`config.mk`:
```
export PLATFORM = sky130hd
export DESIGN_NAME = text_char_class_normalizer
export DESIGN_NICKNAME = d
export VERILOG_FILES = /design/src/rtl/tccn_pkg.sv /design/src/rtl/tccn_front.sv /design/src/rtl/tccn_fifo.sv /design/src/rtl/tccn_back.sv /design/src/rtl/text_char_class_normalizer.sv
export SDC_FILE = /design/constraint.sdc
export NUM_CORES = 1
export LEC_CHECK = 0
export BUFFER_PORTS_ARGS = -buffer_cell sky130_fd_sc_hd__buf_2
export CAP_MARGIN = 20
export CORE_UTILIZATION = 50
export DETAILED_ROUTE_END_ITERATION = 16
export GPL_ROUTABILITY_DRIVEN = 1
export PLACE_DENSITY_LB_ADDON = 0.2
export SYNTH_ARGS = -nofsm -noshare
export SYNTH_HDL_FRONTEND = slang
export SYNTH_SLANG_ARGS = --single-unit
export TNS_END_PERCENT = 20
```
`constraint.sdc`:
```
create_clock -name aclk -period 6.7 [get_ports aclk]
set_clock_uncertainty 0.1 [all_clocks]
set_input_delay 0 -clock aclk [delete_from_list [all_inputs] [get_ports aclk]]
set_output_delay 0 -clock aclk [all_outputs]
set_load 0.02 [all_outputs]
```
`src/rtl/tccn_pkg.sv`:
```
package tccn_pkg;

    localparam int WIN_DEPTH   = 7;
    localparam int FILL_W      = 3;
    localparam int QUEUE_DEPTH = 4;
    localparam int QPTR_W      = 2;
    localparam int QCNT_W      = 3;

    localparam logic [7:0] MARK_BYTE  = 8'hFF;
    localparam logic [7:0] SPACE_BYTE = 8'h20;

    // Word index of the keep_punct register on the configuration port.
    localparam logic REG_KEEP_PUNCT = 1'b0;

    // The tag that is blanked out, in lower case.
    localparam logic [7:0] TAG_TEXT [WIN_DEPTH] = '{
        8'h3C, 8'h73, 8'h74, 8'h72, 8'h69, 8'h6E, 8'h67
    };

    // One window head with the lookahead facts that the back end needs.
    typedef struct packed {
        logic [7:0] text_byte;
        logic       is_last;
        logic       copy_pair;
        logic       paren_c;
        logic       plus_keep;
        logic       tag_hit;
    } q_item_t;

endpackage

```
`src/rtl/tccn_front.sv`:
```
module tccn_front (
    input  logic                 aclk,
    input  logic                 aresetn,
    input  logic                 s_tvalid,
    output logic                 s_tready,
    input  logic [7:0]           s_tdata,
    input  logic                 s_tlast,
    output logic                 q_valid,
    input  logic                 q_ready,
    output tccn_pkg::q_item_t    q_item
);

    logic [7:0]                  win_reg  [tccn_pkg::WIN_DEPTH];
    logic [7:0]                  win_next [tccn_pkg::WIN_DEPTH];
    logic [tccn_pkg::FILL_W-1:0] fill_reg, fill_next;
    logic                        flush_reg, flush_next;
    logic                        pop;
    logic                        accept;
    logic [tccn_pkg::FILL_W-1:0] ins_idx;
    logic                        tag_hit;
    logic [7:0]                  lc;
    logic [7:0]                  nx;

    // A full window retires its head when the queue has room; a flush drains it one per cycle while the queue has room.
    assign pop      = q_ready && ((fill_reg == 3'd7) || (flush_reg && (fill_reg != 3'd0)));
    assign s_tready = !flush_reg && ((fill_reg != 3'd7) || pop);
    assign accept   = s_tvalid && s_tready;
    assign ins_idx  = fill_reg - {2'b00, pop};
    assign q_valid  = pop;
    assign nx       = win_reg[1];

    always_comb begin
        tag_hit = (fill_reg == 3'd7);
        for (int i = 0; i < tccn_pkg::WIN_DEPTH; i++) begin
            lc = win_reg[i];
            if (lc >= 8'h41 && lc <= 8'h5A) begin
                lc = lc + 8'd32;
            end
            if (lc != tccn_pkg::TAG_TEXT[i]) begin
                tag_hit = 1'b0;
            end
        end
    end

    always_comb begin
        q_item.text_byte = win_reg[0];
        q_item.is_last   = flush_reg && (fill_reg == 3'd1);
        q_item.copy_pair = (win_reg[0] == 8'hC2) && (fill_reg >= 3'd2) && (nx == 8'hA9);
        q_item.paren_c   = (fill_reg >= 3'd3) && ((nx | 8'h20) == 8'h63) &&
                           (win_reg[2] == 8'h29);
        q_item.plus_keep = (fill_reg < 3'd2) || (nx inside {8'h00, 8'h20, 8'h09, 8'h0A, 8'h0D});
        q_item.tag_hit   = tag_hit;
    end

    always_comb begin
        for (int i = 0; i < tccn_pkg::WIN_DEPTH - 1; i++) begin
            win_next[i] = pop ? win_reg[i+1] : win_reg[i];
        end
        win_next[tccn_pkg::WIN_DEPTH-1] = win_reg[tccn_pkg::WIN_DEPTH-1];
        if (accept) begin
            win_next[ins_idx] = s_tdata;
        end
        fill_next  = fill_reg - {2'b00, pop} + {2'b00, accept};
        flush_next = flush_reg;
        if (accept && s_tlast) begin
            flush_next = 1'b1;
        end else if (pop && (fill_reg == 3'd1)) begin
            flush_next = 1'b0;
        end
    end

    always_ff @(posedge aclk) begin
        for (int i = 0; i < tccn_pkg::WIN_DEPTH; i++) begin
            win_reg[i] <= win_next[i];
        end
    end

    always_ff @(posedge aclk) begin
        if (!aresetn) begin
            fill_reg  <= '0;
            flush_reg <= 1'b0;
        end else begin
            fill_reg  <= fill_next;
            flush_reg <= flush_next;
        end
    end

    a_fill_range: assert property (@(posedge aclk) disable iff (!aresetn)
        fill_reg <= 3'd7)
        else $error("window fill out of range");

    a_no_accept_in_flush: assert property (@(posedge aclk) disable iff (!aresetn)
        flush_reg |-> !accept)
        else $error("byte accepted while the window flushes");

endmodule

```
`src/rtl/tccn_fifo.sv`:
```
module tccn_fifo (
    input  logic              aclk,
    input  logic              aresetn,
    input  logic              push_valid,
    output logic              push_ready,
    input  tccn_pkg::q_item_t push_item,
    output logic              pop_valid,
    input  logic              pop_ready,
    output tccn_pkg::q_item_t pop_item
);

    tccn_pkg::q_item_t           mem_reg [tccn_pkg::QUEUE_DEPTH];
    logic [tccn_pkg::QPTR_W-1:0] wr_reg, wr_next;
    logic [tccn_pkg::QPTR_W-1:0] rd_reg, rd_next;
    logic [tccn_pkg::QCNT_W-1:0] cnt_reg, cnt_next;
    logic                        do_push, do_pop;

    assign push_ready = (cnt_reg != tccn_pkg::QCNT_W'(tccn_pkg::QUEUE_DEPTH));
    assign pop_valid  = (cnt_reg != '0);
    assign pop_item   = mem_reg[rd_reg];
    assign do_push    = push_valid && push_ready;
    assign do_pop     = pop_valid && pop_ready;

    always_comb begin
        wr_next  = do_push ? wr_reg + 1'b1 : wr_reg;
        rd_next  = do_pop ? rd_reg + 1'b1 : rd_reg;
        cnt_next = cnt_reg + {{(tccn_pkg::QCNT_W-1){1'b0}}, do_push}
                           - {{(tccn_pkg::QCNT_W-1){1'b0}}, do_pop};
    end

    always_ff @(posedge aclk) begin
        if (do_push) begin
            mem_reg[wr_reg] <= push_item;
        end
    end

    always_ff @(posedge aclk) begin
        if (!aresetn) begin
            wr_reg  <= '0;
            rd_reg  <= '0;
            cnt_reg <= '0;
        end else begin
            wr_reg  <= wr_next;
            rd_reg  <= rd_next;
            cnt_reg <= cnt_next;
        end
    end

endmodule

```
`src/rtl/tccn_back.sv`:
```
module tccn_back (
    input  logic              aclk,
    input  logic              aresetn,
    input  logic              keep_punct,
    input  logic              q_valid,
    output logic              q_ready,
    input  tccn_pkg::q_item_t q_item,
    output logic              m_tvalid,
    input  logic              m_tready,
    output logic [7:0]        m_tdata,
    output logic              m_tlast
);

    logic       valid_reg, valid_next;
    logic [7:0] data_reg, data_next;
    logic       last_reg, last_next;
    logic [1:0] pass_reg, pass_next;
    logic [2:0] blank_reg, blank_next;
    logic       load;
    logic [7:0] b;

    assign load     = q_valid && (!valid_reg || m_tready);
    assign q_ready  = load;
    assign m_tvalid = valid_reg;
    assign m_tdata  = data_reg;
    assign m_tlast  = last_reg;
    assign b        = q_item.text_byte;

    always_comb begin
        valid_next = valid_reg;
        data_next  = data_reg;
        last_next  = last_reg;
        pass_next  = pass_reg;
        blank_next = blank_reg;
        if (valid_reg && m_tready) begin
            valid_next = 1'b0;
        end
        if (load) begin
            valid_next = 1'b1;
            last_next  = q_item.is_last;
            data_next  = b;
            if (pass_reg != 2'd0) begin
                pass_next = pass_reg - 2'd1;
            end else if (blank_reg != 3'd0) begin
                // The rest of a blanked tag.
                data_next  = tccn_pkg::SPACE_BYTE;
                blank_next = blank_reg - 3'd1;
            end else if (q_item.copy_pair) begin
                pass_next = 2'd1;
            end else if (b[7]) begin
                data_next = tccn_pkg::MARK_BYTE;
            end else if (b == 8'h28) begin
                if (q_item.paren_c) begin
                    pass_next = 2'd2;
                end else begin
                    data_next = tccn_pkg::SPACE_BYTE;
                end
            end else if (b == 8'h3C) begin
                if (q_item.tag_hit) begin
                    data_next  = tccn_pkg::SPACE_BYTE;
                    blank_next = 3'd6;
                end
            end else if (b == 8'h2B) begin
                if (!q_item.plus_keep) begin
                    data_next = tccn_pkg::SPACE_BYTE;
                end
            end else if (b inside {8'h07, [8'h09:8'h0D], 8'h5B, 8'h5D, 8'h7B, 8'h7D, 8'h2A,
                                   8'h3D, 8'h23, 8'h24, 8'h7C, 8'h25, 8'h21, 8'h3F, 8'h60,
                                   8'h22, 8'h27}) begin
                data_next = tccn_pkg::SPACE_BYTE;
            end else if (b inside {8'h29, 8'h2C, 8'h3A, 8'h3B}) begin
                if (!keep_punct) begin
                    data_next = tccn_pkg::SPACE_BYTE;
                end
            end else if (b == 8'h2E) begin
                if (!keep_punct) begin
                    data_next = tccn_pkg::MARK_BYTE;
                end
            end else if (b inside {[8'h00:8'h06], [8'h0E:8'h1F], 8'h7E}) begin
                data_next = tccn_pkg::MARK_BYTE;
            end
            // Every string starts fresh.
            if (q_item.is_last) begin
                pass_next  = 2'd0;
                blank_next = 3'd0;
            end
        end
    end

    always_ff @(posedge aclk) begin
        data_reg <= data_next;
        last_reg <= last_next;
    end

    always_ff @(posedge aclk) begin
        if (!aresetn) begin
            valid_reg <= 1'b0;
            pass_reg  <= 2'd0;
            blank_reg <= 3'd0;
        end else begin
            valid_reg <= valid_next;
            pass_reg  <= pass_next;
            blank_reg <= blank_next;
        end
    end

    a_counts_exclusive: assert property (@(posedge aclk) disable iff (!aresetn)
        !((pass_reg != 2'd0) && (blank_reg != 3'd0)))
        else $error("passthrough and tag blanking active together");

    a_fresh_after_last: assert property (@(posedge aclk) disable iff (!aresetn)
        (load && q_item.is_last) |=> ((pass_reg == 2'd0) && (blank_reg == 3'd0)))
        else $error("string state not cleared after last byte");

    a_pass_range: assert property (@(posedge aclk) disable iff (!aresetn)
        (pass_reg != 2'd3) && (blank_reg <= 3'd6))
        else $error("string state counter out of range");

endmodule

```
`src/rtl/text_char_class_normalizer.sv`:
```
// Text character class normalizer.
// The s_ channel takes one text byte per transfer, with s_tlast on the final
// byte of a string; the m_ channel returns exactly one normalized byte per
// input byte, in order, with m_tlast on the final byte of the string.
// A byte is classified once six more bytes of its string have arrived, or
// when the string ends; after s_tlast the window of up to seven bytes
// drains one byte per cycle while the queue has room, and no new byte is
// taken until it is empty. Throughput is one byte per cycle inside a string
// while the queue has room, set by the seven-byte lookahead window that
// retires one head per cycle. A byte leaves the window for the queue once
// its lookahead is complete, then enters the output register when free.
// keep_punct is written on the APB port at paddr[2] = 0; the user must write it
// only while the block idles, which the block does not enforce. Reset (aresetn
// low, synchronous) empties the window, the queue and the output register and
// clears keep_punct. When the receiver stalls, the output register holds, the
// four-entry queue fills, then the window fills, and then s_tready drops.
module text_char_class_normalizer (
    input  logic        aclk,
    input  logic        aresetn,
    input  logic        s_tvalid,
    output logic        s_tready,
    input  logic [7:0]  s_tdata,   // [7:0] text_byte
    input  logic        s_tlast,   // is_last
    output logic        m_tvalid,
    input  logic        m_tready,
    output logic [7:0]  m_tdata,   // [7:0] out_byte
    output logic        m_tlast,   // out_last
    input  logic        psel,
    input  logic        penable,
    input  logic        pwrite,
    input  logic [2:0]  paddr,
    input  logic [31:0] pwdata,
    output logic [31:0] prdata,
    output logic        pready
);

    logic              keep_punct_reg, keep_punct_next;
    logic              f_valid, f_ready;
    tccn_pkg::q_item_t f_item;
    logic              b_valid, b_ready;
    tccn_pkg::q_item_t b_item;

    assign pready = 1'b1;
    assign prdata = (paddr[2] == tccn_pkg::REG_KEEP_PUNCT) ? {31'b0, keep_punct_reg} : 32'b0;

    always_comb begin
        keep_punct_next = keep_punct_reg;
        if (psel && penable && pwrite && (paddr[2] == tccn_pkg::REG_KEEP_PUNCT)) begin
            keep_punct_next = pwdata[0];
        end
    end

    always_ff @(posedge aclk) begin
        if (!aresetn) begin
            keep_punct_reg <= 1'b0;
        end else begin
            keep_punct_reg <= keep_punct_next;
        end
    end

    tccn_front u_front (
        .aclk     (aclk),
        .aresetn  (aresetn),
        .s_tvalid (s_tvalid),
        .s_tready (s_tready),
        .s_tdata  (s_tdata),
        .s_tlast  (s_tlast),
        .q_valid  (f_valid),
        .q_ready  (f_ready),
        .q_item   (f_item)
    );

    tccn_fifo u_fifo (
        .aclk       (aclk),
        .aresetn    (aresetn),
        .push_valid (f_valid),
        .push_ready (f_ready),
        .push_item  (f_item),
        .pop_valid  (b_valid),
        .pop_ready  (b_ready),
        .pop_item   (b_item)
    );

    tccn_back u_back (
        .aclk       (aclk),
        .aresetn    (aresetn),
        .keep_punct (keep_punct_reg),
        .q_valid    (b_valid),
        .q_ready    (b_ready),
        .q_item     (b_item),
        .m_tvalid   (m_tvalid),
        .m_tready   (m_tready),
        .m_tdata    (m_tdata),
        .m_tlast    (m_tlast)
    );

endmodule
```
==> results of run 1 <==
synthesized netlist by cell type, types with 6 or more instances:
| cell type | n |
|---|---|
| sky130_fd_sc_hd__inv_1 | 23 |
| sky130_fd_sc_hd__buf_4 | 34 |
| sky130_fd_sc_hd__nor4_1 | 7 |
| sky130_fd_sc_hd__nor3_1 | 19 |
| sky130_fd_sc_hd__nor2b_1 | 11 |
| sky130_fd_sc_hd__o21ai_0 | 40 |
| sky130_fd_sc_hd__mux2i_1 | 34 |
| sky130_fd_sc_hd__clkbuf_1 | 14 |
| sky130_fd_sc_hd__and2_1 | 14 |
| sky130_fd_sc_hd__dfxtp_1 | 68 |
| sky130_fd_sc_hd__edfxtp_1 | 69 |
| sky130_fd_sc_hd__a31oi_1 | 19 |
| sky130_fd_sc_hd__ha_1 | 18 |
| sky130_fd_sc_hd__nor2_1 | 43 |
| sky130_fd_sc_hd__nand4b_1 | 8 |
| sky130_fd_sc_hd__mux4_2 | 12 |
| sky130_fd_sc_hd__a21oi_1 | 22 |
| sky130_fd_sc_hd__nand2_1 | 91 |
| sky130_fd_sc_hd__xnor2_1 | 6 |
per-layer routing:
metal / wire length [µm] / vias to the layer above / part of all wire / global-route usage
li1: - / 2393 / - / -
met1: 5720 / 2208 / 0.43 / 0.222
met2: 6960 / 147 / 0.52 / 0.364
met3: 436 / 25 / 0.033 / 0.0417
met4: 272 / 0 / 0.020 / 0.0894
met5: 0 / - / 0 / 0
layout make-up:
| class | count | area [µm²] |
|---|---|---|
| clock buffer | 26 | 531 |
| clock inverter | 6 | 58.8 |
| fill | 1097 | 5560 |
| inverter | 25 | 93.8 |
| multi-input combinational | 462 | 3050 |
| sequential | 137 | 3430 |
| tap | 176 | 220 |
| timing repair buffer | 51 | 353 |
final timing paths:
check | from | end | slack (ns) | cells after the start
worst max-delay path | u_front.fill_reg[2] | u_front.win_reg[0][0] | 3.00 | 10
worst min-delay path | s_tvalid | u_front.fill_reg[0] | 0.07 | 5
worst max register to register | u_front.fill_reg[2] | u_front.win_reg[0][0] | 3.00 | 10
worst min register to register | u_front.win_reg[3][4] | u_front.win_reg[2][4] | 0.39 | 2
critical path, stage by stage (launching register included):
cell and delay, ns:
sky130_fd_sc_hd__dfxtp_1 0.36, sky130_fd_sc_hd__and2_1 0.21, sky130_fd_sc_hd__o21ai_0 0.17, sky130_fd_sc_hd__a21o_1 0.65, sky130_fd_sc_hd__inv_2 0.07, sky130_fd_sc_hd__ha_1 0.20
sky130_fd_sc_hd__ha_1 0.21, sky130_fd_sc_hd__xnor2_1 0.41, sky130_fd_sc_hd__nand2_1 0.13, sky130_fd_sc_hd__nor2_1 0.79, sky130_fd_sc_hd__o21ai_0 0.24
logic make-up after synthesis:
kind of cell	count (synthesis)	share of synthesized area
XOR/XNOR	9	0.0115
flip-flops	137	0.502
multiplexers	47	0.0931
AND/OR/NAND/NOR	237	0.181
adder cells (fa/ha/maj)	20	0.0373
AO/OA/AOI/OAI	117	0.105
other	2	0.00110
buffers and inverters	84	0.0690
power by group through the flow:
stage	clock network [mW]	logic [mW]	registers [mW]
after floorplan	0	0.988	1.39
after global placement	0	1.16	1.44
after detailed placement	0	1.20	1.46
after CTS	0.921	1.21	1.44
after global routing	0.956	1.37	1.48
final	0.906	1.21	1.44
through the flow:
stage                     instances  setup WS (ns)   util  hold WS, ns
after global placement          834           3.20  0.525        0.155
after global routing            883           2.65  0.582        0.123
final                           883           3.00  0.582       0.0653
after CTS                       883           3.01  0.582       0.0455
after floorplan                 683           3.80      -      -0.0219
after detailed placement        834           3.03  0.525        0.161
cells in the final DEF (no fill, tap or decap), types with 5 or more instances in the layout:
cell	Yosys	layout
sky130_fd_sc_hd__buf_2	4	29
sky130_fd_sc_hd__nand4_1	5	5
sky130_fd_sc_hd__nand2_1	91	91
sky130_fd_sc_hd__dfxtp_1	68	68
sky130_fd_sc_hd__ha_1	18	18
sky130_fd_sc_hd__o31ai_1	5	5
sky130_fd_sc_hd__a31oi_1	19	19
sky130_fd_sc_hd__o21ai_0	40	40
sky130_fd_sc_hd__nor3_1	19	19
sky130_fd_sc_hd__xnor2_1	6	6
sky130_fd_sc_hd__clkbuf_8	0	5
sky130_fd_sc_hd__buf_4	34	5
sky130_fd_sc_hd__edfxtp_1	69	69
sky130_fd_sc_hd__nor2b_1	11	11
sky130_fd_sc_hd__nor4bb_1	5	5
sky130_fd_sc_hd__conb_1	2	32
sky130_fd_sc_hd__mux4_2	12	12
sky130_fd_sc_hd__a21oi_1	22	22
sky130_fd_sc_hd__dlygate4sd3_1	0	17
sky130_fd_sc_hd__inv_1	23	23
sky130_fd_sc_hd__nor4_1	7	7
sky130_fd_sc_hd__clkbuf_16	0	18
sky130_fd_sc_hd__nor2_1	43	43
sky130_fd_sc_hd__nand4b_1	8	8
sky130_fd_sc_hd__and2_1	14	14
sky130_fd_sc_hd__mux2i_1	34	34
==> impl_summary.md, run 1 <==
Power and ir drop
The largest voltage drop on the vdd net is 0.195 mV. The share of total power dissipated in the clock network is 0.255. The total power is 3.56 mW. The cell-internal power is 2.28 mW.

The fraction of power consumed by sequential logic is 0.404. The switching share of power is 0.358. The analysis attributes to net switching a power of 1.27 mW.

In this run the static leakage power is ~2.9 nW. The combinational power share is 0.341. In this run the power density over the cells is approximately 460 nW/µm².

Critical path
The worst setup path is of the flip-flop to flip-flop kind. Of all nets on the critical path, the largest fanout is 21. The signal arrival time at the worst endpoint is ~3.9 ns. STA classifies the critical path endpoint as a flip-flop. The worst setup path is launched from a flip-flop. The critical path data required time is 6.84 ns.

Clocking
Clock-pin slew was measured on the worst setup and hold paths at roughly 0.05 ns. In this run the clock root is driven by a sky130_fd_sc_hd__clkbuf_16. The H-tree was split into 4 levels. The number of buffers added by the clock tree synthesis step is 17. Hold repair after CTS inserted 17 buffers. At the later pin of the worst-skew pair, clock insertion delay measures 0.41 ns.

No sink is reached through more buffers than the 2 on the longest clock path. Gates resized during post-CTS repair numbered 0. Once the clock tree was built, the setup fixing pass inserted 0 buffers. TritonCTS built the clock tree. The clock drives 137 sinks.

Timing
The final cycle utilization of the critical path is 0.553. At the pin with the least slew margin, the transition time is 1.02 ns. The relative max-transition margin is 0.317.

Setup repair after global routing left no endpoint under its margin. The final-report hold violation count was 0. The final-report setup violation count is 0.

Setup total negative slack on the finished layout was measured at 0 ns. The number of pins exceeding their max-slew limit in the final report was 0. The highest clock rate is 270 MHz. Counting I/O delays and the setup requirement, the final critical path takes 3.70 ns.

Status
The run finished with clean final reports.

Logic synthesis
Counting flops with an async set or reset pin after synthesis yields a share of 0. The area share of the largest cell type after synthesis is 0.303. The part of the Yosys area used for sequential elements is 0.502. Summed over all instances, the cell type with the most area after synthesis is sky130_fd_sc_hd__edfxtp_1. Yosys mapped a number of flops with a built-in enable equal to 69. The distinct cell type count of the synthesized netlist is 67. The number of synthesized register bits is 137. Yosys printed 0 warnings.

The mapped netlist covers roughly 6800 µm². In the post-synthesis netlist, the biggest area contributors are sky130_fd_sc_hd__edfxtp_1 (30%), sky130_fd_sc_hd__dfxtp_1 (20%), sky130_fd_sc_hd__nand2_1 (5.0%), sky130_fd_sc_hd__mux2i_1 (5.0%), sky130_fd_sc_hd__mux4_2 (4.0%). Each instance of the synthesized netlist takes up on average 10.5 µm². In the synthesized netlist, the number of instances is about 650. Among all flip-flop cells after synthesis, the most frequent one is sky130_fd_sc_hd__edfxtp_1.

Die
The die area is approximately 14000 µm². From left edge to right edge, the die measures 119 µm. The initial cell density of the core is 0.514. In this run the vertical extent of the chip is 119 µm.

The floorplan has 42 rows. The count of pins on the block boundary is 95. The area of the core region is between 10000 and 15000 µm².

Placement
The placed wire-length estimate is about 9400 µm. The cell area after placement is between 6000 and 7000 µm². At the end of routability-driven placement, the weighted congestion stood at 0.952.

Input and output buffers added on the ports amount to 29.

Global routing
For this run, the total global-route usage over all layers was measured as 0.200. The global-route wire length before repair is 22000 µm. The initial antenna violation count is 0. The pin count of the biggest net entering global routing is 55. The overall overflow remaining after global route is 0.

The number of global-route vias before repair is 4557.

Layout
At the end of the flow, the number of nets in the layout was approximately 760. The relative area change from synthesis to final layout is 13.1%. The repair_antennas step left the layout with diodes totalling 0. The register with the most flip-flops in the layout has 52 of them.

The ratio of cells with drive above 1 in the final layout is 0.126. After routing the design area is between 7000 and 8000 µm².

Flow run
Max-cap violations in this run came to 0.

Route
The count of antenna-violating nets left after detailed routing is 0. For this block, the via count after detailed routing is 4773. In the routed design, unresolved DRC markers number 0. The number of DRC violations after detailed-routing iteration 0 is 407. The detailed-route wire length per cell is 15.2 µm.

Using the TritonRoute via totals, the vias-per-cell ratio works out to roughly 5.4. The first detailed-routing pass ran for 6 iterations. The detailed-route wire length is 13400 µm.

Worst hold path
In this run the worst hold path is classified as input port to flip-flop.
No activity file was read; power rests on OpenSTA's default activity.
==> run 2, diff against run 1 <==
==> constraint.sdc (replaced) <==
create_clock -name aclk -period 3.8 [get_ports aclk]
set_clock_uncertainty 0.1 [all_clocks]
set_input_delay 0 -clock aclk [delete_from_list [all_inputs] [get_ports aclk]]
set_output_delay 0 -clock aclk [all_outputs]
set_load 0.02 [all_outputs]
==> run 2 against run 1 <==
Against the previous run: via count is 3.3% higher; worst hold slack better by 0.0081 ns; combinational power rose by 82%; sequential power increased by 75%; utilization grew 0.37 points; largest cell class unchanged; critical path depth shrank 3; count of clock-buffer cells in the layout grew 1; cell count up 0.45%; clock power up 82%; register-to-register slack got worse by 2.4 ns; flip-flop and latch count unchanged; highest routed layer unchanged.
==> impl_summary.md, run 2 (same netlist as run 1, synthesis figures left out) <==
Timing
The final-report hold violation count is 0 (unchanged). The final cycle utilization of the critical path came to 0.844 (+0.291). The transition at the pin with the smallest max-transition slack was 0.847 ns (-0.173 ns).

Setup repair after global routing left no endpoint under its margin. The number of pins exceeding their max-slew limit in the final report was 0 (unchanged). The total negative slack came to 0 ns (unchanged). The final-report setup violation count was 0 (unchanged). The highest clock rate is 312 MHz (+16%). The time the worst path needs with I/O delays and setup is 3.21 ns (-0.499 ns).

The relative max-transition margin came to 0.433 (+0.116). The tightest hold margin is 0.0734 ns (+0.00807 ns). The worst path setup slack after routing is 0.594 ns (-2.40 ns).

Clocking
The clock latency of the later-clocked register in the worst-skew pair is 0.41 ns (about the same). The clock sink total is 137 (unchanged). The level count of the clock H-tree is 4 (unchanged). The clock transition at the registers of the reported paths is 0.05 ns (about the same). The library cell used as clock root buffer is sky130_fd_sc_hd__clkbuf_16. The CTS tree is yes. The clock tree buffer depth is 2 (unchanged).

The number of buffers added by the clock tree synthesis step is 17 (unchanged). The post-CTS setup-driven buffer insertion count is 0 (unchanged).

Placement
The placed wire-length estimate is 9760 µm (+3.4%). The count of input and output buffers came to 29 (unchanged). The cell area after placement was 7010 µm² (+0.43%). The global placer's final weighted congestion is 0.896 (-5.8%).

The pre-CTS worst setup slack was 0.667 ns (-2.37 ns).

Power and ir drop
The leakage power of the design was 2.90 nW (+0.97%). The largest voltage drop on the vdd net is 0.388 mV (+99%). The ratio of total power to cell area came to 818 nW/µm² (+78%).

Critical path
The critical path data required time is 3.96 ns (-2.88 ns). The critical path is of the flip-flop to flip-flop type. The count of buffer and inverter cells on the critical path was 0 (-1).

The startpoint type of the worst setup path is a flip-flop. The slowest library cell on the worst path is sky130_fd_sc_hd__mux4_2. Traced cell by cell, the critical path runs through mux4_2 > or2_2 > nor4_1 > o31ai_1 > o31ai_1 > a21oi_1 > a21oi_1.

The cell type group with the largest total delay on the critical path is simple AND/OR/NAND/NOR gates. The slack of the worst reg-to-reg path is 0.59 ns (-2.40 ns). The critical path's largest stage delay is 0.76 ns (-0.03 ns). The signal arrival time at the worst endpoint came to 3.37 ns (-0.48 ns). The count of cells along the worst register-to-register path is 7 (-3). The endpoint of the worst-slack reg-to-reg timing path is u_back.m_tdata[3]. The worst-path maximum fanout is 18 (-14%). The kind of capture point of the worst setup path is a flip-flop.

Layout
The final cell area excluding filler cells is 7780 µm² (+0.63%). Leaving out fill and tap cells, the most frequent cell in the layout is sky130_fd_sc_hd__nand2_1. The number of filler instances in the final layout was 1076 (-1.9%). The number of inserted diodes is 0 (unchanged). Relative to the synthesized area, the layout overhead comes to 13.8%. The flip-flop count of the largest register, all copies and words added is 52 (unchanged). The count of nets after finishing is 768 (+0.52%). In the layout the commonest cells are sky130_fd_sc_hd__nand2_1 (91), sky130_fd_sc_hd__edfxtp_1 (69), sky130_fd_sc_hd__dfxtp_1 (68). The ratio of cells with drive above 1 in the final layout came to 0.131 (+0.00492).

Route
The highest routed metal layer is met4. The number of DRC violations after detailed-routing iteration 0 is 418 (+2.7%). The wire length on met1 is 5680 µm (-0.79%). The count of antenna-violating nets left after detailed routing is 0 (unchanged). The number of vias after detailed routing is 4931 (+3.3%). The routed wire length on met3 is 575 µm (+32%). The ratio of routed vias to standard cells came to 5.56 (+2.8%).

The iteration count of the initial detailed-routing pass was 5 (-1). The total met2 wirelength after detailed routing is 7260 µm (+4.3%). The detailed-route wire length came to 13800 µm (+3.3%). The remaining routing DRC violations came to 0 (unchanged). The detailed-route wire length per cell is 15.6 µm (+2.8%).

Die
The area of the core region is 13300 µm² (unchanged). The count of pins on the block boundary is 95 (unchanged). The initial cell density of the core came to 0.514 (unchanged). The number of standard-cell rows in the floorplan came to 42 (unchanged). The die area was 14200 µm² (unchanged).

The vertical extent of the die is 119 µm (unchanged). The die span in x is 119 µm (unchanged).

Worst hold path
For hold timing, the worst endpoint is u_front.fill_reg[0]. The launch instance of the worst min-delay path is s_tvalid. The cell depth of the worst min-delay path is 5 (unchanged). The worst hold path class is input port to flip-flop.

Global routing
The number of global-route vias before repair is 4693 (+3.0%). The initial antenna violation count is 0 (unchanged). The overall overflow remaining after global route was 0 (unchanged). The global-route wire length before repair came to 22600 µm (+2.9%).

The pin count of the biggest net entering global routing is 55 (unchanged). The overall fraction of global-route tracks in use is 0.206 (+0.00696).

Flow run
The number of maximum-capacitance violations is 0 (unchanged).

Status
The run finished with clean final reports.
run 2: cell count changes in the layout (fill, tap and decap cells not counted), sizes merged:
cell / change
inv: -1
clkbuf: +1
buf: +4
run 2: routing by layer:
layer  global-route usage  vias up
met2                0.372      166
li1                     -     2395
met4                0.101        0
met1                0.230     2335
met5                    0        -
met3               0.0441       35
run 2: cell type report:
class / instances / area [µm²] / share of cell area
sequential: 137 / 3430 / 0.441
inverter: 25 / 93.8 / 0.0121
tap: 176 / 220 / 0.0283
timing repair buffer: 55 / 383 / 0.0492
clock inverter: 5 / 52.6 / 0.00675
multi-input combinational: 462 / 3050 / 0.391
clock buffer: 27 / 556 / 0.0714
run 2: power breakdown:
group	switching, mW	leakage, nW	internal [mW]
Clock	0.583	0.300	1.06
Combinational	1.26	1.39	0.940
Sequential	0.440	1.21	2.08
Total	2.28	2.90	4.08
run 2: timing repair:
action                    4_1_cts  5_1_grt
hold endpoints to repair       76        0
hold buffers                   17        0
gates resized for setup         0        0
run 2: how the worst max path moves through the flow:
| stage | startpoint | end | cells past startpoint |
|---|---|---|---|
| global placement | flip-flop | u_back.m_tdata[3] | 7 |
| detailed placement | flip-flop | u_back.m_tdata[3] | 7 |
| global route | flip-flop | u_back.m_tdata[3] | 7 |
| CTS | flip-flop | u_back.m_tdata[3] | 7 |
| finish | flip-flop | u_back.m_tdata[3] | 7 |
| floorplan | u_front.fill_reg[2] | u_front.win_reg[1][6] | 12 |
run 2: stage by stage:
stage,total power [mW],util,instances
detailed placement,4.70,0.527,838
floorplan,4.19,-,683
CTS,6.37,0.586,887
global placement,4.60,0.527,838
global route,6.78,0.586,887
finish,6.36,0.586,887
run 2: worst reg2reg max path, stage by stage, from the launching register on:
cell                      delay, ns
sky130_fd_sc_hd__dfxtp_1       0.63
sky130_fd_sc_hd__mux4_2        0.77
sky130_fd_sc_hd__or2_2         0.39
sky130_fd_sc_hd__nor4_1        0.63
sky130_fd_sc_hd__o31ai_1       0.21
sky130_fd_sc_hd__o31ai_1       0.11
sky130_fd_sc_hd__a21oi_1       0.09
sky130_fd_sc_hd__a21oi_1       0.13
==> run 3, diff against run 2 <==
--- a/config.mk
+++ b/config.mk
@@ -5,6 +5,7 @@
 export SDC_FILE = /design/constraint.sdc
 export NUM_CORES = 1
 export LEC_CHECK = 0
+export ABC_AREA = 1
 export BUFFER_PORTS_ARGS = -buffer_cell sky130_fd_sc_hd__buf_2
 export CAP_MARGIN = 20
 export CORE_UTILIZATION = 50
==> constraint.sdc (replaced) <==
create_clock -name aclk -period 3.3 [get_ports aclk]
set_clock_uncertainty 0.1 [all_clocks]
set_input_delay 0 -clock aclk [delete_from_list [all_inputs] [get_ports aclk]]
set_output_delay 0 -clock aclk [all_outputs]
set_load 0.02 [all_outputs]
==> run 3 against run 2 <==
Against the previous run: cell count grew 28%; area after synthesis is 5.9% higher; synthesized cell count rose by 38%; via count grew 18%; fmax is 17% higher; wire length rose by 11%; first-iteration DRC count is 15% lower; worst setup slack got worse by 0.029 ns; critical endpoint is now u_front.win_reg[3][3]; largest cell class unchanged; highest routed layer unchanged.
==> impl_summary.md, run 3 <==
Global routing
The overall overflow remaining after global route is 0 (unchanged). The number of global-route vias before repair was 5222 (+11%). The global-route wire length before repair came to 25000 µm (+10%). The pin count of the biggest net entering global routing was 75 (+36%).

The overall fraction of global-route tracks in use was 0.219 (+0.0127). The initial antenna violation count is 0 (unchanged).

Route
The number of vias after detailed routing is 5798 (+18%). The detailed-route wire length per cell was 13.5 µm (-14%). The count of antenna-violating nets left after detailed routing is 0 (unchanged). The remaining routing DRC violations came to 0 (unchanged). The number of DRC violations after detailed-routing iteration 0 came to 357 (-15%). The ratio of routed vias to standard cells is 5.09 (-8.4%). The iteration count of the initial detailed-routing pass came to 5 (unchanged). The detailed-route wire length is 15300 µm (+11%). The total met2 wirelength after detailed routing is 7760 µm (+6.9%). The wire length on met1 is 6640 µm (+17%). The highest routed metal layer is met4.

The routed wire length on met3 is 660 µm (+15%).

Timing
The number of pins exceeding their max-slew limit in the final report came to 0 (unchanged). The total negative slack came to 0 ns (unchanged). The final-report hold violation count is 0 (unchanged). The highest clock rate is 366 MHz (+17%).

The final-report setup violation count is 0 (unchanged). Setup repair after global routing left no endpoint under its margin. The worst path setup slack after routing was 0.565 ns (-0.0294 ns). The time the worst path needs with I/O delays and setup came to 2.74 ns (-0.471 ns).

The final cycle utilization of the critical path is 0.829 (-0.0148). The transition at the pin with the smallest max-transition slack is 0.744 ns (-0.103 ns). The relative max-transition margin is 0.499 (+0.0660).

Logic synthesis
The cell with the most instances after synthesis is sky130_fd_sc_hd__nand2_1. Of all cell types, the one taking the most synthesized area is sky130_fd_sc_hd__edfxtp_1. The part of the Yosys area used for sequential elements came to 0.474 (-0.0281). The area share of the largest cell type after synthesis was 0.286 (-0.0170).

By count the netlist is led by sky130_fd_sc_hd__nand2_1 (260), sky130_fd_sc_hd__o21ai_0 (110), sky130_fd_sc_hd__inv_1 (90), sky130_fd_sc_hd__edfxtp_1 (69), sky130_fd_sc_hd__dfxtp_1 (68). The area of the mapped netlist is 7240 µm² (+5.9%). The instance count of the mapped netlist is 900 (+38%). The post-synthesis average cell area is 8.05 µm² (-23%). In the post-synthesis netlist, the biggest area contributors are sky130_fd_sc_hd__edfxtp_1 (29%), sky130_fd_sc_hd__dfxtp_1 (19%), sky130_fd_sc_hd__nand2_1 (13%), sky130_fd_sc_hd__o21ai_0 (7.6%), sky130_fd_sc_hd__inv_1 (4.7%).

The number of flops mapped to enable cells by yosys is 69 (unchanged). For this run, the leading register cell type out of synthesis is sky130_fd_sc_hd__edfxtp_1. The number of warnings reported in the yosys synthesis log is 0 (unchanged). The post-synthesis async set-or-reset flop share came to 0 (unchanged). The number of synthesized register bits is 137 (unchanged). The distinct cell type count of the synthesized netlist is 43 (-36%).

Clocking
TritonCTS built the clock tree. The clock tree buffer depth is 2 (unchanged). The library cell used as clock root buffer is sky130_fd_sc_hd__clkbuf_16. The number of resized instances in the post-cts repair step is 0 (unchanged). The clock sink total is 137 (unchanged). The clock transition at the registers of the reported paths is 0.06 ns (about the same).

The number of buffers added by the clock tree synthesis step is 17 (unchanged). The clock latency of the later-clocked register in the worst-skew pair is 0.42 ns (about the same). The level count of the clock H-tree is 4 (unchanged).

Placement
The global placer's final weighted congestion is 0.921 (+2.8%). The count of input and output buffers is 29 (unchanged). The cell area after placement is 7420 µm² (+6.0%). The pre-CTS worst setup slack is 0.629 ns (-0.0385 ns). The placed wire-length estimate is 10800 µm (+11%).

Layout
The number of filler instances in the final layout came to 1269 (+18%). The ratio of cells with drive above 1 in the final layout is 0.130 (-0.000322). The library cells used most frequently in the layout, excluding fill and tap cells, are sky130_fd_sc_hd__nand2_1 (260), sky130_fd_sc_hd__o21ai_0 (110), sky130_fd_sc_hd__inv_1 (90). The leading cell type in the layout, fill and taps excluded is sky130_fd_sc_hd__nand2_1. The area growth from synthesis to layout is 12.7%.

The count of nets after finishing was 1016 (+32%). The flip-flop and latch area came to 3430 µm² (unchanged). The flip-flop count of the largest register, all copies and words added was 52 (unchanged). The area used by multi-input combinational logic was 3160 µm² (+3.7%). The final cell area excluding filler cells is 8160 µm² (+4.8%).

The number of inserted diodes is 0 (unchanged).

Critical path
The worst-path maximum fanout is 16 (-2). The classification of the worst setup path is flip-flop to flip-flop. The signal arrival time at the worst endpoint is 2.91 ns (-0.46 ns). The kind of capture point of the worst setup path is a flip-flop. The critical path's largest stage delay is 0.41 ns (-0.35 ns). STA classifies the critical path startpoint as a flip-flop. By instance count, the cell type seen most on the critical path is sky130_fd_sc_hd__inv_1. The critical path data required time was 3.47 ns (-0.49 ns). Walking the worst path, the cells encountered are inv_1 > nand2_1 > nor2_1 > inv_1 > nand3_2 > inv_1 > ha_1 > ha_1 > or2_2 > nand2_1 > inv_1 > nor2_1 > nand3_1 > nor2_1 > a31oi_1. The slowest library cell on the worst path is sky130_fd_sc_hd__nand3_1.

Die
The die span in x is 122 µm (+2.9%). The number of standard-cell rows in the floorplan came to 43 (+2.4%). The vertical extent of the die is 122 µm (+2.9%). The die area is 15000 µm² (+5.8%). The initial cell density of the core is 0.518 (+0.00349). The count of pins on the block boundary is 95 (unchanged). The area of the core region is 14000 µm² (+5.2%).

Power and ir drop
The largest voltage drop on the vdd net is 0.548 mV (+41%). The total power is 7.76 mW (+22%). The ratio of total power to cell area is 950 nW/µm² (+16%).

The leakage power of the design came to 3.55 nW (+23%).

Worst hold path
The tightest min-delay check is of the input port to flip-flop type.

Status
The run finished with clean final reports.

Flow run
The number of maximum-capacitance violations is 0 (unchanged).
[run 3: changes by cell type after synthesis, sizes merged, moves of 34 or more]
cell | before | now
o21ai | 45 | 118
inv | 25 | 98
nand2 | 91 | 283
nand3 | 4 | 43
mux2i | 34 | 0
[run 3: worst paths after layout]
path | startpoint | endpoint | slack (ns) | depth (start not counted)
max reg2reg | u_fifo.cnt_reg[1] | u_front.win_reg[3][3] | 0.56 | 15
min | s_tvalid | u_front.fill_reg[0] | 0.03 | 6
min reg2reg | u_fifo.rd_reg[1] | u_fifo.rd_reg[1] | 0.37 | 2
max | u_fifo.cnt_reg[1] | u_front.win_reg[3][3] | 0.56 | 15
[run 3: critical path, delay by kind of cell (launching register included)]
family / cells / cell delay (ns)
fa+ha+maj: 2 / 0.38
simple gates: 8 / 1.43
compound gates: 1 / 0.06
flops: 1 / 0.35
buf+inv: 4 / 0.27
[run 3: report_power, final]
group | switching [mW] | total (mW) | internal, mW
registers | 0.331 | 2.68 | 2.35
clock network | 0.706 | 1.89 | 1.18
logic | 2.14 | 3.19 | 1.05
[run 3: logic make-up (layout without fill, tap and decap cells)]
| family | after synthesis | after routing | synth area share |
|---|---|---|---|
| and+or+nand+nor | 428 | 428 | 0.266 |
| adders and majority gates | 19 | 19 | 0.0339 |
| other | 2 | 32 | 0.00104 |
| DFF | 137 | 137 | 0.474 |
| AOI/OAI and AO/OA | 155 | 155 | 0.117 |
| xor gates and xnor gates | 2 | 2 | 0.00242 |
| buffers and inverters | 157 | 185 | 0.106 |
[run 3: cell type report]
cell class              count  share of cell area
flip-flops and latches    137               0.421
multi-input cells         636               0.387
clock buffers              19              0.0530
repair buffers             56              0.0472
inverters                  98              0.0454
well taps                 180              0.0276
clock inverters            12              0.0189
[run 3: timing repair]
action                                  4_1_cts  5_1_grt
hold endpoints to repair                     74        0
buffers inserted                              0        0
hold buffers                                 15        0
endpoints found under the setup margin        0        0
[run 3: layer usage]
| layer | vias up | track usage |
|---|---|---|
| li1 | 3015 | - |
| met1 | 2624 | 0.258 |
| met2 | 136 | 0.385 |
| met3 | 23 | 0.0544 |
| met4 | 0 | 0.0777 |
| met5 | - | 0 |
[run 3: metrics by stage]
step / util / std cells / hold WS, ns
after detailed placement: 0.531 / 1092 / 0.0930
after global placement: 0.531 / 1092 / 0.0915
after floorplan: - / 930 / -0.0202
final: 0.583 / 1138 / 0.0344
after CTS: 0.583 / 1138 / 0.0208
after global routing: 0.583 / 1138 / 0.0731
